`config.mk`:
```
export PLATFORM = sky130hd
export DESIGN_NAME = waveform_peak_segmenter_core_flat
export DESIGN_NICKNAME = d
export VERILOG_FILES = /design/src/wps_pkg.sv /design/src/sample_if.sv /design/src/peak_if.sv /design/src/wps_step.sv /design/src/wps_queue.sv /design/src/waveform_peak_segmenter_core.sv /design/src/flat_wrapper.sv
export SDC_FILE = /design/constraint.sdc
export NUM_CORES = 1
export LEC_CHECK = 0
export BUFFER_PORTS_ARGS = -buffer_cell sky130_fd_sc_hd__buf_4
export CORE_AREA = 2 2 140 142
export CTS_CLUSTER_DIAMETER = 100
export DETAILED_ROUTE_END_ITERATION = 8
export DIE_AREA = 0 0 142 144
export PLACE_DENSITY = 0.77
export SLEW_MARGIN = 20
export SYNTH_ARGS = -nofsm -noshare
export SYNTH_HDL_FRONTEND = slang
export SYNTH_HIERARCHICAL = 1
export SYNTH_SLANG_ARGS = --single-unit
```
`constraint.sdc`:
```
create_clock -name clk -period 11.7 [get_ports clk]
set_input_delay 1.755 -clock clk [delete_from_list [all_inputs] [get_ports clk]]
set_output_delay 1.755 -clock clk [all_outputs]
set_load 0.05 [all_outputs]
```
`src/wps_pkg.sv`:
```
// Package: shared types and constants of the waveform peak segmenter.
`default_nettype none
package wps_pkg;

  localparam int THRESH_W    = 16;
  localparam int PEDESTAL_W  = 12;
  localparam int INDEX_W     = 8;
  localparam int AMPLITUDE_W = 13;
  localparam int CFG_DATA_W  = 16;
  localparam int CFG_INDEX_W = 1;

  localparam int QUEUE_DEPTH = 4;
  localparam int QUEUE_PTR_W = $clog2(QUEUE_DEPTH);
  localparam int QUEUE_CNT_W = $clog2(QUEUE_DEPTH + 1);

  localparam logic [THRESH_W-1:0]   THRESH_RESET   = 16'd32;
  localparam logic [PEDESTAL_W-1:0] PEDESTAL_RESET = 12'd0;

  typedef enum logic [CFG_INDEX_W-1:0] {
    REG_NOISE_THRESHOLD = 1'b0,
    REG_PEDESTAL        = 1'b1
  } cfg_reg_t;

  typedef struct packed {
    logic [INDEX_W-1:0]            peak_index;
    logic signed [AMPLITUDE_W-1:0] peak_amplitude;
    logic                          last_of_waveform;
  } peak_t;

  // Up to two result items produced by one accepted sample, in order.
  typedef struct packed {
    logic [1:0] count;
    peak_t      first;
    peak_t      second;
  } push_t;

endpackage
`default_nettype wire

```
`src/sample_if.sv`:
```
// Interface: input sample channel with valid/ready handshake.
`default_nettype none
interface sample_if #(
  parameter int SAMPLE_BITS = 12
);
  logic                   valid;
  logic                   ready;
  logic [SAMPLE_BITS-1:0] sample_value;
  logic                   last_sample;

  modport source (output valid, output sample_value, output last_sample, input ready);
  modport sink   (input valid, input sample_value, input last_sample, output ready);
endinterface
`default_nettype wire

```
`src/peak_if.sv`:
```
// Interface: output peak channel with valid/ready handshake.
`default_nettype none
interface peak_if
  import wps_pkg::*;
();
  logic                          valid;
  logic                          ready;
  logic [INDEX_W-1:0]            peak_index;
  logic signed [AMPLITUDE_W-1:0] peak_amplitude;
  logic                          last_of_waveform;

  modport source (output valid, output peak_index, output peak_amplitude,
                  output last_of_waveform, input ready);
  modport sink   (input valid, input peak_index, input peak_amplitude,
                  input last_of_waveform, output ready);
endinterface
`default_nettype wire

```
`src/wps_step.sv`:
```
// Segment tracker: per-sample hysteresis logic and segment state registers.
`default_nettype none
module wps_step
  import wps_pkg::*;
#(
  parameter int SAMPLE_BITS      = 12,
  parameter int MAX_SAMPLES      = 256,
  parameter int THRESH_FRAC_BITS = 4
) (
  input  wire logic                   clk,
  input  wire logic                   rst,
  input  wire logic                   accept,
  input  wire logic [SAMPLE_BITS-1:0] sample_value,
  input  wire logic                   last_sample,
  input  wire logic [THRESH_W-1:0]    noise_threshold,
  input  wire logic [PEDESTAL_W-1:0]  pedestal,
  output push_t                       push
);

  localparam int CNT_W  = (MAX_SAMPLES > 2) ? $clog2(MAX_SAMPLES) : 1;
  localparam int SCL_W  = SAMPLE_BITS + THRESH_FRAC_BITS;
  localparam int CMP_W  = (SCL_W > THRESH_W) ? SCL_W : THRESH_W;
  localparam int AMP_W  = ((SAMPLE_BITS > PEDESTAL_W) ? SAMPLE_BITS : PEDESTAL_W) + 1;
  localparam logic [CNT_W-1:0] IDX_LIMIT = CNT_W'(MAX_SAMPLES - 1);

  logic [CNT_W-1:0]       sample_counter, sample_counter_next;
  logic [SAMPLE_BITS-1:0] previous_sample, previous_sample_next;
  logic [SAMPLE_BITS-1:0] segment_maximum, segment_maximum_next;
  logic [CNT_W-1:0]       segment_max_position, segment_max_position_next;
  logic                   falling_seen, falling_seen_next;
  logic                   segment_open, segment_open_next;

  logic signed [SAMPLE_BITS:0] fall, rise;
  logic                        fall_big, rise_big, fall_any, close;

  // True when a signed difference times 2^frac exceeds the threshold.
  function automatic logic beyond(input logic signed [SAMPLE_BITS:0] diff,
                                  input logic [THRESH_W-1:0] thr);
    logic [CMP_W-1:0] scaled;
    scaled = CMP_W'(diff[SAMPLE_BITS-1:0]) << THRESH_FRAC_BITS;
    return !diff[SAMPLE_BITS] && (scaled > CMP_W'(thr));
  endfunction

  function automatic peak_t make_peak(input logic [SAMPLE_BITS-1:0] maximum,
                                      input logic [CNT_W-1:0] position,
                                      input logic [PEDESTAL_W-1:0] ped,
                                      input logic last);
    logic [AMP_W-1:0]       amp;
    logic [CNT_W+INDEX_W-1:0] pos_ext;
    peak_t                  p;
    amp     = AMP_W'(maximum) - AMP_W'(ped);
    pos_ext = {{INDEX_W{1'b0}}, position};
    p.peak_index       = pos_ext[INDEX_W-1:0];
    p.peak_amplitude   = amp[AMPLITUDE_W-1:0];
    p.last_of_waveform = last;
    return p;
  endfunction

  always_comb begin
    fall     = $signed({1'b0, previous_sample}) - $signed({1'b0, sample_value});
    rise     = -fall;
    fall_big = beyond(fall, noise_threshold);
    rise_big = beyond(rise, noise_threshold);
    fall_any = falling_seen || fall_big;
    close    = segment_open && fall_any && rise_big;

    sample_counter_next       = sample_counter;
    previous_sample_next      = previous_sample;
    segment_maximum_next      = segment_maximum;
    segment_max_position_next = segment_max_position;
    falling_seen_next         = falling_seen;
    segment_open_next         = segment_open;

    if (!segment_open || close) begin
      segment_maximum_next      = sample_value;
      segment_max_position_next = sample_counter;
      previous_sample_next      = sample_value;
      falling_seen_next         = 1'b0;
      segment_open_next         = 1'b1;
    end else begin
      if (sample_value > segment_maximum) begin
        segment_maximum_next      = sample_value;
        segment_max_position_next = sample_counter;
      end
      previous_sample_next = sample_value;
      falling_seen_next    = fall_any;
    end

    if (last_sample) begin
      segment_open_next   = 1'b0;
      falling_seen_next   = 1'b0;
      sample_counter_next = '0;
    end else if (sample_counter < IDX_LIMIT) begin
      sample_counter_next = sample_counter + 1'b1;
    end

    // Closed segment goes first, the waveform's final peak after it.
    push.second = make_peak(segment_maximum_next, segment_max_position_next,
                            pedestal, 1'b1);
    if (close) begin
      push.first = make_peak(segment_maximum, segment_max_position, pedestal, 1'b0);
    end else begin
      push.first = push.second;
    end
    push.count = accept ? (2'(close) + 2'(last_sample)) : 2'd0;
  end

  always_ff @(posedge clk) begin
    if (rst) begin
      sample_counter       <= '0;
      previous_sample      <= '0;
      segment_maximum      <= '0;
      segment_max_position <= '0;
      falling_seen         <= 1'b0;
      segment_open         <= 1'b0;
    end else if (accept) begin
      sample_counter       <= sample_counter_next;
      previous_sample      <= previous_sample_next;
      segment_maximum      <= segment_maximum_next;
      segment_max_position <= segment_max_position_next;
      falling_seen         <= falling_seen_next;
      segment_open         <= segment_open_next;
    end
  end

endmodule
`default_nettype wire

```
`src/wps_queue.sv`:
```
// Result queue: two-wide push, one-wide pop, registered entries.
`default_nettype none
module wps_queue
  import wps_pkg::*;
(
  input  wire logic  clk,
  input  wire logic  rst,
  input  push_t      push,
  input  wire logic  pop_ready,
  output logic       pop_valid,
  output peak_t      head,
  output logic       room_for_two
);

  peak_t                  entries [QUEUE_DEPTH];
  logic [QUEUE_PTR_W-1:0] wr_ptr, rd_ptr;
  logic [QUEUE_CNT_W-1:0] fill, fill_next;
  logic                   pop;

  assign pop_valid    = (fill != '0);
  assign head         = entries[rd_ptr];
  assign pop          = pop_valid && pop_ready;
  assign room_for_two = (fill <= QUEUE_CNT_W'(QUEUE_DEPTH - 2));
  assign fill_next    = fill + QUEUE_CNT_W'(push.count) - QUEUE_CNT_W'(pop);

  always_ff @(posedge clk) begin
    if (push.count != 2'd0) begin
      entries[wr_ptr] <= push.first;
    end
    if (push.count == 2'd2) begin
      entries[wr_ptr + 1'b1] <= push.second;
    end
  end

  always_ff @(posedge clk) begin
    if (rst) begin
      wr_ptr <= '0;
      rd_ptr <= '0;
      fill   <= '0;
    end else begin
      wr_ptr <= wr_ptr + QUEUE_PTR_W'(push.count);
      if (pop) begin
        rd_ptr <= rd_ptr + 1'b1;
      end
      fill <= fill_next;
    end
  end

endmodule
`default_nettype wire

```
`src/waveform_peak_segmenter_core.sv`:
```
// Top level: waveform peak segmenter with config registers and result queue.
// A result item is written into the queue registers at the edge that accepts the sample that closes it.
// Throughput: one sample per cycle; the queue drains one result per cycle while the sink
// is ready, and a sample is refused only while fewer than two queue slots are free.
// Reset (rst, synchronous): no segment open, index 0, queue empty,
// noise_threshold = 32, pedestal = 0.
`default_nettype none
module waveform_peak_segmenter_core
  import wps_pkg::*;
#(
  parameter int SAMPLE_BITS      = 12,
  parameter int MAX_SAMPLES      = 256,
  parameter int THRESH_FRAC_BITS = 4
) (
  input  wire logic                   clk,
  input  wire logic                   rst,
  input  wire logic                   cfg_we,
  input  wire logic [CFG_INDEX_W-1:0] cfg_index,
  input  wire logic [CFG_DATA_W-1:0]  cfg_data,
  sample_if.sink                      sample_in,
  peak_if.source                      peak_out
);

  logic [THRESH_W-1:0]   noise_threshold;
  logic [PEDESTAL_W-1:0] pedestal;
  logic                  accept;
  logic                  room_for_two;
  push_t                 push;
  peak_t                 head;

  // Configuration registers; write them only while the block is idle (not enforced here).
  always_ff @(posedge clk) begin
    if (rst) begin
      noise_threshold <= THRESH_RESET;
      pedestal        <= PEDESTAL_RESET;
    end else if (cfg_we) begin
      case (cfg_reg_t'(cfg_index))
        REG_NOISE_THRESHOLD: noise_threshold <= cfg_data;
        REG_PEDESTAL:        pedestal        <= cfg_data[PEDESTAL_W-1:0];
        default: ;
      endcase
    end
  end

  // Hold off new samples until the queue can absorb the worst case of two items.
  assign sample_in.ready = room_for_two;
  assign accept          = sample_in.valid && room_for_two;

  wps_step #(
    .SAMPLE_BITS      (SAMPLE_BITS),
    .MAX_SAMPLES      (MAX_SAMPLES),
    .THRESH_FRAC_BITS (THRESH_FRAC_BITS)
  ) u_step (
    .clk             (clk),
    .rst             (rst),
    .accept          (accept),
    .sample_value    (sample_in.sample_value),
    .last_sample     (sample_in.last_sample),
    .noise_threshold (noise_threshold),
    .pedestal        (pedestal),
    .push            (push)
  );

  // Results wait here so the input side keeps moving while the sink stalls.
  wps_queue u_queue (
    .clk          (clk),
    .rst          (rst),
    .push         (push),
    .pop_ready    (peak_out.ready),
    .pop_valid    (peak_out.valid),
    .head         (head),
    .room_for_two (room_for_two)
  );

  assign peak_out.peak_index       = head.peak_index;
  assign peak_out.peak_amplitude   = head.peak_amplitude;
  assign peak_out.last_of_waveform = head.last_of_waveform;

endmodule
`default_nettype wire

```
`src/flat_wrapper.sv`:
```
// flat-port wrapper written by rule: the top's interface ports become plain ports
module waveform_peak_segmenter_core_flat import wps_pkg::*;
#(
  parameter int SAMPLE_BITS      = 12,
  parameter int MAX_SAMPLES      = 256,
  parameter int THRESH_FRAC_BITS = 4
)
  (clk, rst, cfg_we, cfg_index, cfg_data, sample_in_valid, sample_in_sample_value, sample_in_last_sample, sample_in_ready, peak_out_valid, peak_out_peak_index, peak_out_peak_amplitude, peak_out_last_of_waveform, peak_out_ready);
  sample_if #(.SAMPLE_BITS(SAMPLE_BITS)) sample_in_i ();
  peak_if peak_out_i ();
  input  wire logic clk;
  input  wire logic rst;
  input  wire logic cfg_we;
  input  wire logic [CFG_INDEX_W-1:0] cfg_index;
  input  wire logic [CFG_DATA_W-1:0] cfg_data;
  input wire logic [$bits(sample_in_i.valid)-1:0] sample_in_valid;
  input wire logic [$bits(sample_in_i.sample_value)-1:0] sample_in_sample_value;
  input wire logic [$bits(sample_in_i.last_sample)-1:0] sample_in_last_sample;
  output wire logic [$bits(sample_in_i.ready)-1:0] sample_in_ready;
  output wire logic [$bits(peak_out_i.valid)-1:0] peak_out_valid;
  output wire logic [$bits(peak_out_i.peak_index)-1:0] peak_out_peak_index;
  output wire logic [$bits(peak_out_i.peak_amplitude)-1:0] peak_out_peak_amplitude;
  output wire logic [$bits(peak_out_i.last_of_waveform)-1:0] peak_out_last_of_waveform;
  input wire logic [$bits(peak_out_i.ready)-1:0] peak_out_ready;
  assign sample_in_i.valid = sample_in_valid;
  assign sample_in_i.sample_value = sample_in_sample_value;
  assign sample_in_i.last_sample = sample_in_last_sample;
  assign sample_in_ready = sample_in_i.ready;
  assign peak_out_valid = peak_out_i.valid;
  assign peak_out_peak_index = peak_out_i.peak_index;
  assign peak_out_peak_amplitude = peak_out_i.peak_amplitude;
  assign peak_out_last_of_waveform = peak_out_i.last_of_waveform;
  assign peak_out_i.ready = peak_out_ready;
  waveform_peak_segmenter_core #(.SAMPLE_BITS(SAMPLE_BITS), .MAX_SAMPLES(MAX_SAMPLES), .THRESH_FRAC_BITS(THRESH_FRAC_BITS)) u_core (.clk(clk), .rst(rst), .cfg_we(cfg_we), .cfg_index(cfg_index), .cfg_data(cfg_data), .sample_in(sample_in_i), .peak_out(peak_out_i));
endmodule
```
==> impl_metrics.ini, run 1 <==
[worst_setup_path]
end_kind = flop
crit_slowest_cell = nand2_2
path_max_fanout = 27
cp.required_ns = 11.88
slowest_delay_ns = 0.57
setup.worst_path.class = input pin to flop
cp-start-kind = input pin
cp.arrival_ns = 9.82

[power]
p_seq_share_pct = 33.9
total_power_mw = 2.11
peakVddDrop_v = 0.000126
clkPwrFrac_pct = 26.3
p_switching_uw = 761
power.internal_mw = 1.35
comb_power_share_pct = 39.8
p_leak_nw = 4.85
powerDensity_nw_per_um2 = 173
netSwitchingFraction_pct = 36.0

[cells_and_area]
drive_gt1_share_pct = 23.1
antenna_cells = 0
area_growth_pct = 10.0
nNetsFinal = 1168
nFillCells = 1468
final_cells = 1302
stdcell_area_um2 = 12200

[clock_network]
htreeDepth = 4
path_clk_slew_ns = 0.07
cts_tree = yes
cts_setup_buffers = 0
clk_path_buf_depth = 2
clock-sinks = 167
clk_latency_ns = 0.43
numCtsBuffers = 17
cts-resized-gates = 0
cts_hold_buf = 0
cts-root-buf = clkbuf_16

[route]
dr_wl_met3_mm = 1.18
dr.max_layer_used = met4
drtAntennaViolNets = 0
vias = 7665
drtPass1Iterations = 5
wl_mm = 24.2
wl_per_cell_um = 18.6
drc_errors = 0
dr.first_iter.drc_count = 552
wl_met1_mm = 11.4
met2WireLength_mm = 11.1
via_per_inst = 5.89

[grt]
grt_max_degree = 109
grt-ovfl-total = 0
grt_pass1_wl_mm = 39.1
grt_antenna_before_repair = 0
grt_util_all_layers_pct = 24.7
grt_pass1_vias = 7660

[timing]
period_minus_slack_ns = 9.64
setup_viol = 0
fin_crit_sh_pct = 82.4
fin_skew_ns = 0.0127
fmax_mhz = 104
tightest_slew_ns = 1.09
max_slew_margin_pct = 27.3
grt_setup_unrepaired = false
report.final.slew_viol_count = 0
hold_viol_final = 0
fin_tns_setup_ns = 0

[placed_design]
numPortBuffers = 58
place_area_um2 = 11700
place.gp.congestion = 0.885
placedCellCount = 1270
dp_hpwl_mm = 17.6

[synth]
synth_ff_type = edfxtp_1
synth_compound_area_share_pct = 8.40
async_reset_ff_share_pct = 0
netlist_instances = 1009
yosys.area.top_type = edfxtp_1
synth_cell_types = 80
synth-xor-area-share_pct = 3.17
synth_seq_cells = 167
synthSimpleGateAreaFrac_pct = 13.4
avgSynthCellArea_um2 = 11.0
synth_most_common_cell = mux2_2
synth_top_cells_by_area = edfxtp_1, dfxtp_1, mux2_2, ha_1, mux2i_1
synth_edf_count = 88
yosysWarnings = 6
muxShareOfSynthArea_pct = 22.4
ys_seq_area_share_pct = 38.0
synth_top_family_by_area = multiplexers
synth_adder_area_share_pct = 9.49
synth_common_cells = mux2_2, edfxtp_1, nand2b_1, dfxtp_1, ha_1
syn_area_um2 = 11100
synth_top_area_share_pct = 23.8
syn-num-nets = 1126

[floorplan]
die_area_um2 = 20400
ios = 59
fp.dieH_um = 144
core_um2 = 19100
initial_core_util_pct = 58.3
chipWidth_um = 142
row_count = 51

[run_status]
status = completed

[run]
maxCapViolations = 0

[min_path]
hold_path.class = flop to flop
[logic make-up after synthesis]
| group | count (synthesis) |
|---|---|
| AO/OA/AOI/OAI | 139 |
| XOR/XNOR | 37 |
| adder cells (fa/ha/maj) | 82 |
| AND/OR/NAND/NOR | 265 |
| flip-flops | 167 |
| other | 1 |
| buffers and inverters | 116 |
| multiplexers | 202 |
[metrics by stage]
step / hold slack, ns / worst slack (ns) / util, %
after floorplan: 0.442 / 3.16 / -
after CTS: 0.471 / 2.15 / 64.1
after global routing: 0.497 / 1.39 / 64.2
after global placement: 0.458 / 2.05 / 61.1
after detailed placement: 0.459 / 1.71 / 61.1
final: 0.472 / 2.06 / 64.2
[state kept, by name, indices dropped and copies added (netlist names), named ones only]
name and count:
u_core/u_step/falling_seen 1, u_core/u_queue/rd_ptr 2, u_core/u_queue/wr_ptr 2, u_core/u_queue/entries 88, u_core/u_queue/fill 3, u_core/u_step/sample_counter 8, u_core/u_step/segment_open 1, u_core/u_step/previous_sample 12
u_core/noise_threshold 16, u_core/u_step/segment_maximum 12, u_core/u_step/segment_max_position 8, u_core/pedestal 12
[path summary, 6_finish.rpt]
check | from | endpoint | slack (ns) | depth (start not counted)
min reg2reg | u_core/noise_threshold[15] | u_core/noise_threshold[15] | 0.47 | 2
max | sample_in_sample_value[7] | u_core/u_queue/entries[0][11] | 2.06 | 34
max reg2reg | u_core/u_step/previous_sample[0] | u_core/u_queue/entries[0][11] | 3.20 | 35
min | u_core/noise_threshold[15] | u_core/noise_threshold[15] | 0.47 | 2
[worst max-delay path: cells and delay by family]
family / cells / cell delay [ns]
and+or+nand+nor: 9 / 1.99
muxes: 4 / 1.32
xor gates and xnor gates: 2 / 0.24
adders and majority gates: 4 / 1.32
buffers and inverters: 5 / 0.46
AOI/OAI and AO/OA: 10 / 2.74
[layout make-up]
class	instances	area, um2	area share (%)
clock buffer	21	472	3.85
tap	238	298	2.43
clock inverter	11	110	0.900
inverter	73	277	2.26
multi-input combinational	726	6360	52.0
timing repair buffer	66	495	4.05
sequential	167	4230	34.5
[routing by layer]
metal  vias to the layer above  GRT usage (%)
met5                         -              0
li1                       3758              -
met3                        33           5.66
met4                         0           7.63
met1                      3685           33.2
met2                       189           39.8
[power groups by stage]
stage          combinational [mW]  sequential (mW)  clock [mW]
6_report                    0.841            0.717       0.557
5_1_grt                     0.920            0.721       0.586
4_1_cts                     0.837            0.716       0.564
3_5_place_dp                0.832            0.729           0
3_3_place_gp                0.814            0.727           0
2_1_floorplan               0.653            0.712           0
[cell usage in the layout (no fill, tap or decap), types with 4 or more instances in the layout]
master	instances
mux2i_1	70
xor2_1	13
fa_1	4
clkbuf_16	18
inv_1	72
ha_1	78
nand2b_1	88
xnor2_1	22
o31ai_1	6
nor3_1	19
nand4_1	5
mux2_4	16
nor2_1	54
edfxtp_1	88
nand3_1	16
o21a_1	11
nor2b_1	12
dfxtp_1	78
a21o_1	13
a21oi_1	38
o21ai_0	29
a211oi_1	4
inv_6	4
mux4_2	22
nor4_1	5
buf_4	66
nand2_1	29
mux2_2	92
a2111oi_0	4
or4bb_1	4
Power figures use the tool's default switching activity.
==> run 2: changes to the inputs <==
- ABC_AREA: unset -> 1
- CORE_AREA: 2 2 140 142 -> 2 2 143 145
- DIE_AREA: 0 0 142 144 -> 0 0 145 147
- clock period: 11.7 -> 9.75 ns (I/O delays scaled with it)
==> impl_metrics.ini, run 2 <==
[floorplan]
fp.dieH_um = 147
die_area_um2 = 21300
initial_core_util_pct = 58.4
ios = 59
row_count = 52
core_um2 = 19800
chipWidth_um = 145

[timing]
tightest_slew_ns = 1.00
hold_viol_final = 0
setup_viol = 0
max_slew_margin_pct = 33.2
period_minus_slack_ns = 7.95
fin_skew_ns = 0.0119
grt_setup_unrepaired = false
fin_crit_sh_pct = 81.5
fmax_mhz = 126
fin_tns_setup_ns = 0
report.final.slew_viol_count = 0

[power]
comb_power_share_pct = 47.5
peakVddDrop_v = 0.000150
p_seq_share_pct = 30.4
clkPwrFrac_pct = 22.1
netSwitchingFraction_pct = 44.2
p_leak_nw = 5.73
p_switching_mw = 1.32
power.internal_mw = 1.67
powerDensity_nw_per_um2 = 237

[synth]
synth_ff_type = edfxtp_1
synth_common_cells = nand2_1, inv_1, nor2_1, o21ai_0, edfxtp_1
synth_top_cells_by_area = edfxtp_1, dfxtp_1, nand2_1, ha_1, inv_1
syn_area_um2 = 11600
yosys.area.top_type = edfxtp_1
async_reset_ff_share_pct = 0
synth_seq_cells = 167
yosysWarnings = 6
ys_seq_area_share_pct = 36.4
synth_cell_types = 48
avgSynthCellArea_um2 = 7.52
synth_edf_count = 88
synth_top_area_share_pct = 22.8
synth_most_common_cell = nand2_1
netlist_instances = 1543
syn-num-nets = 1660

[grt]
grt_pass1_vias = 9474
grt_util_all_layers_pct = 26.4
grt_pass1_wl_mm = 45.9
grt_max_degree = 71
grt_antenna_before_repair = 0
grt-ovfl-total = 0

[cells_and_area]
stdcell_area_um2 = 12600
regMostFlops = u_core/u_queue/entries
layout_commonest_cell = nand2_1
final_cell_mix = nand2_1, inv_1, nor2_1
area_growth_pct = 8.64
largest_reg_flops = 88
reg_top3 = u_core/u_queue/entries: 88 flops, u_core/noise_threshold: 16 flops
nNetsFinal = 1680
drive_gt1_share_pct = 12.6
antenna_cells = 0

[clock_network]
htreeDepth = 4
numCtsBuffers = 17
cts_tree = yes
clk_path_buf_depth = 2
cts-resized-gates = 0
path_clk_slew_ns = 0.07
cts_setup_buffers = 0
cts-root-buf = clkbuf_16
clk_latency_ns = 0.43
cts_hold_buf = 0
clock-sinks = 167

[route]
drtAntennaViolNets = 0
wl_per_cell_um = 14.9
vias = 10100
via_per_inst = 5.48
dr.first_iter.drc_count = 851
drtPass1Iterations = 8
drc_errors = 0
wl_mm = 27.5

[worst_setup_path]
end_kind = flop
r2r_setup_slack_ns = 2.60
path_max_fanout = 60
setup.worst_path.class = input pin to flop
cp.required_ns = 9.91
critPathMostFrequentCell = nand2_1
cp.arrival_ns = 8.11
crit_slowest_cell = nand2_1
r2r_cells = 39
timing.rr.start = u_core/u_step/previous_sample[0]
cp-start-kind = input pin
timing.rr.end = u_core/u_queue/entries[2][11]
slowest_delay_ns = 0.59

[placed_design]
dp_hpwl_mm = 19.7
place.gp.congestion = 0.910
place_area_um2 = 12000
numPortBuffers = 58

[min_path]
hold_path.class = flop to flop
hold-path-endpoint = u_core/pedestal[10]
worstHoldPathCells = 2
min_from = u_core/pedestal[10]

[run]
maxCapViolations = 0

[run_status]
status = completed
==> run 2: cell count changes after synthesis, moves of 52 or more <==
cell      change
inv_1       +149
mux2_2       -92
mux2i_1      -70
nand2_1     +325
nand2b_1     -88
nand3_1      +66
nor2_1       +82
o21ai_0      +89
o21ai_2      +52
==> run 2: layer usage <==
layer | GRT usage [%] | routed length [um] | up-vias
met5 | 0 | 0 | -
met2 | 45.3 | 13100 | 290
met4 | 8.22 | 507 | 0
met1 | 34.7 | 12300 | 4654
met3 | 4.01 | 1580 | 32
li1 | - | - | 5141
==> run 2: through the flow <==
stage	hold slack, ns	setup slack (ns)	total power, mW	utilization (%)	instances
floorplan	0.433	2.53	2.00	-	1543
global placement	0.452	1.60	2.29	60.6	1814
detailed placement	0.454	1.43	2.33	60.6	1814
CTS	0.463	1.88	2.99	63.5	1846
global route	0.482	1.03	3.22	63.5	1846
finish	0.459	1.80	2.99	63.5	1846
==> run 2: power groups by stage <==
stage	logic, mW	clock network (mW)	registers, mW
after floorplan	1.10	0	0.901
after global placement	1.36	0	0.921
after detailed placement	1.41	0	0.924
after CTS	1.41	0.667	0.909
after global routing	1.60	0.702	0.918
final	1.42	0.660	0.910
==> run 2: area by class of cell <==
| cell class | count | area [um2] |
|---|---|---|
| clock inverter | 15 | 150 |
| inverter | 228 | 857 |
| timing repair buffer | 66 | 495 |
| sequential | 167 | 4220 |
| tap | 270 | 338 |
| fill | 1753 | 7250 |
| multi-input combinational | 1083 | 6110 |
| clock buffer | 17 | 425 |
==> run 2: worst max-delay path by stage <==
stage | slack [ns] | endpoint | start | cells after the start
after floorplan | 2.53 | u_core/u_queue/entries[0][0] | sample_in_sample_value[0] | 27
after global placement | 1.60 | u_core/u_queue/entries[2][11] | sample_in_sample_value[0] | 39
after detailed placement | 1.43 | u_core/u_queue/entries[2][11] | sample_in_sample_value[0] | 39
after CTS | 1.88 | u_core/u_queue/entries[2][11] | sample_in_sample_value[0] | 39
after global routing | 1.03 | u_core/u_queue/entries[1][13] | sample_in_sample_value[0] | 40
final | 1.80 | u_core/u_queue/entries[2][11] | sample_in_sample_value[0] | 39
==> run 2: worst max-delay path, delay by kind of cell <==
family,cells,cell delay (ns)
AND/OR/NAND/NOR,19,2.78
adder cells (fa/ha/maj),5,1.54
AO/OA/AOI/OAI,8,1.20
buffers and inverters,5,0.81
XOR/XNOR,2,0.33
==> run 2: cell families (layout without fill, tap and decap cells) <==
family                   after synthesis  count (layout)  share of synthesized area (%)
AND/OR/NAND/NOR                      631             631                           23.5
flip-flops                           167             167                           36.4
AO/OA/AOI/OAI                        341             341                           17.3
XOR/XNOR                              28              28                           2.18
buffers and inverters                293             326                           11.4
adder cells (fa/ha/maj)               82              82                           9.11
other                                  1               1                         0.0323
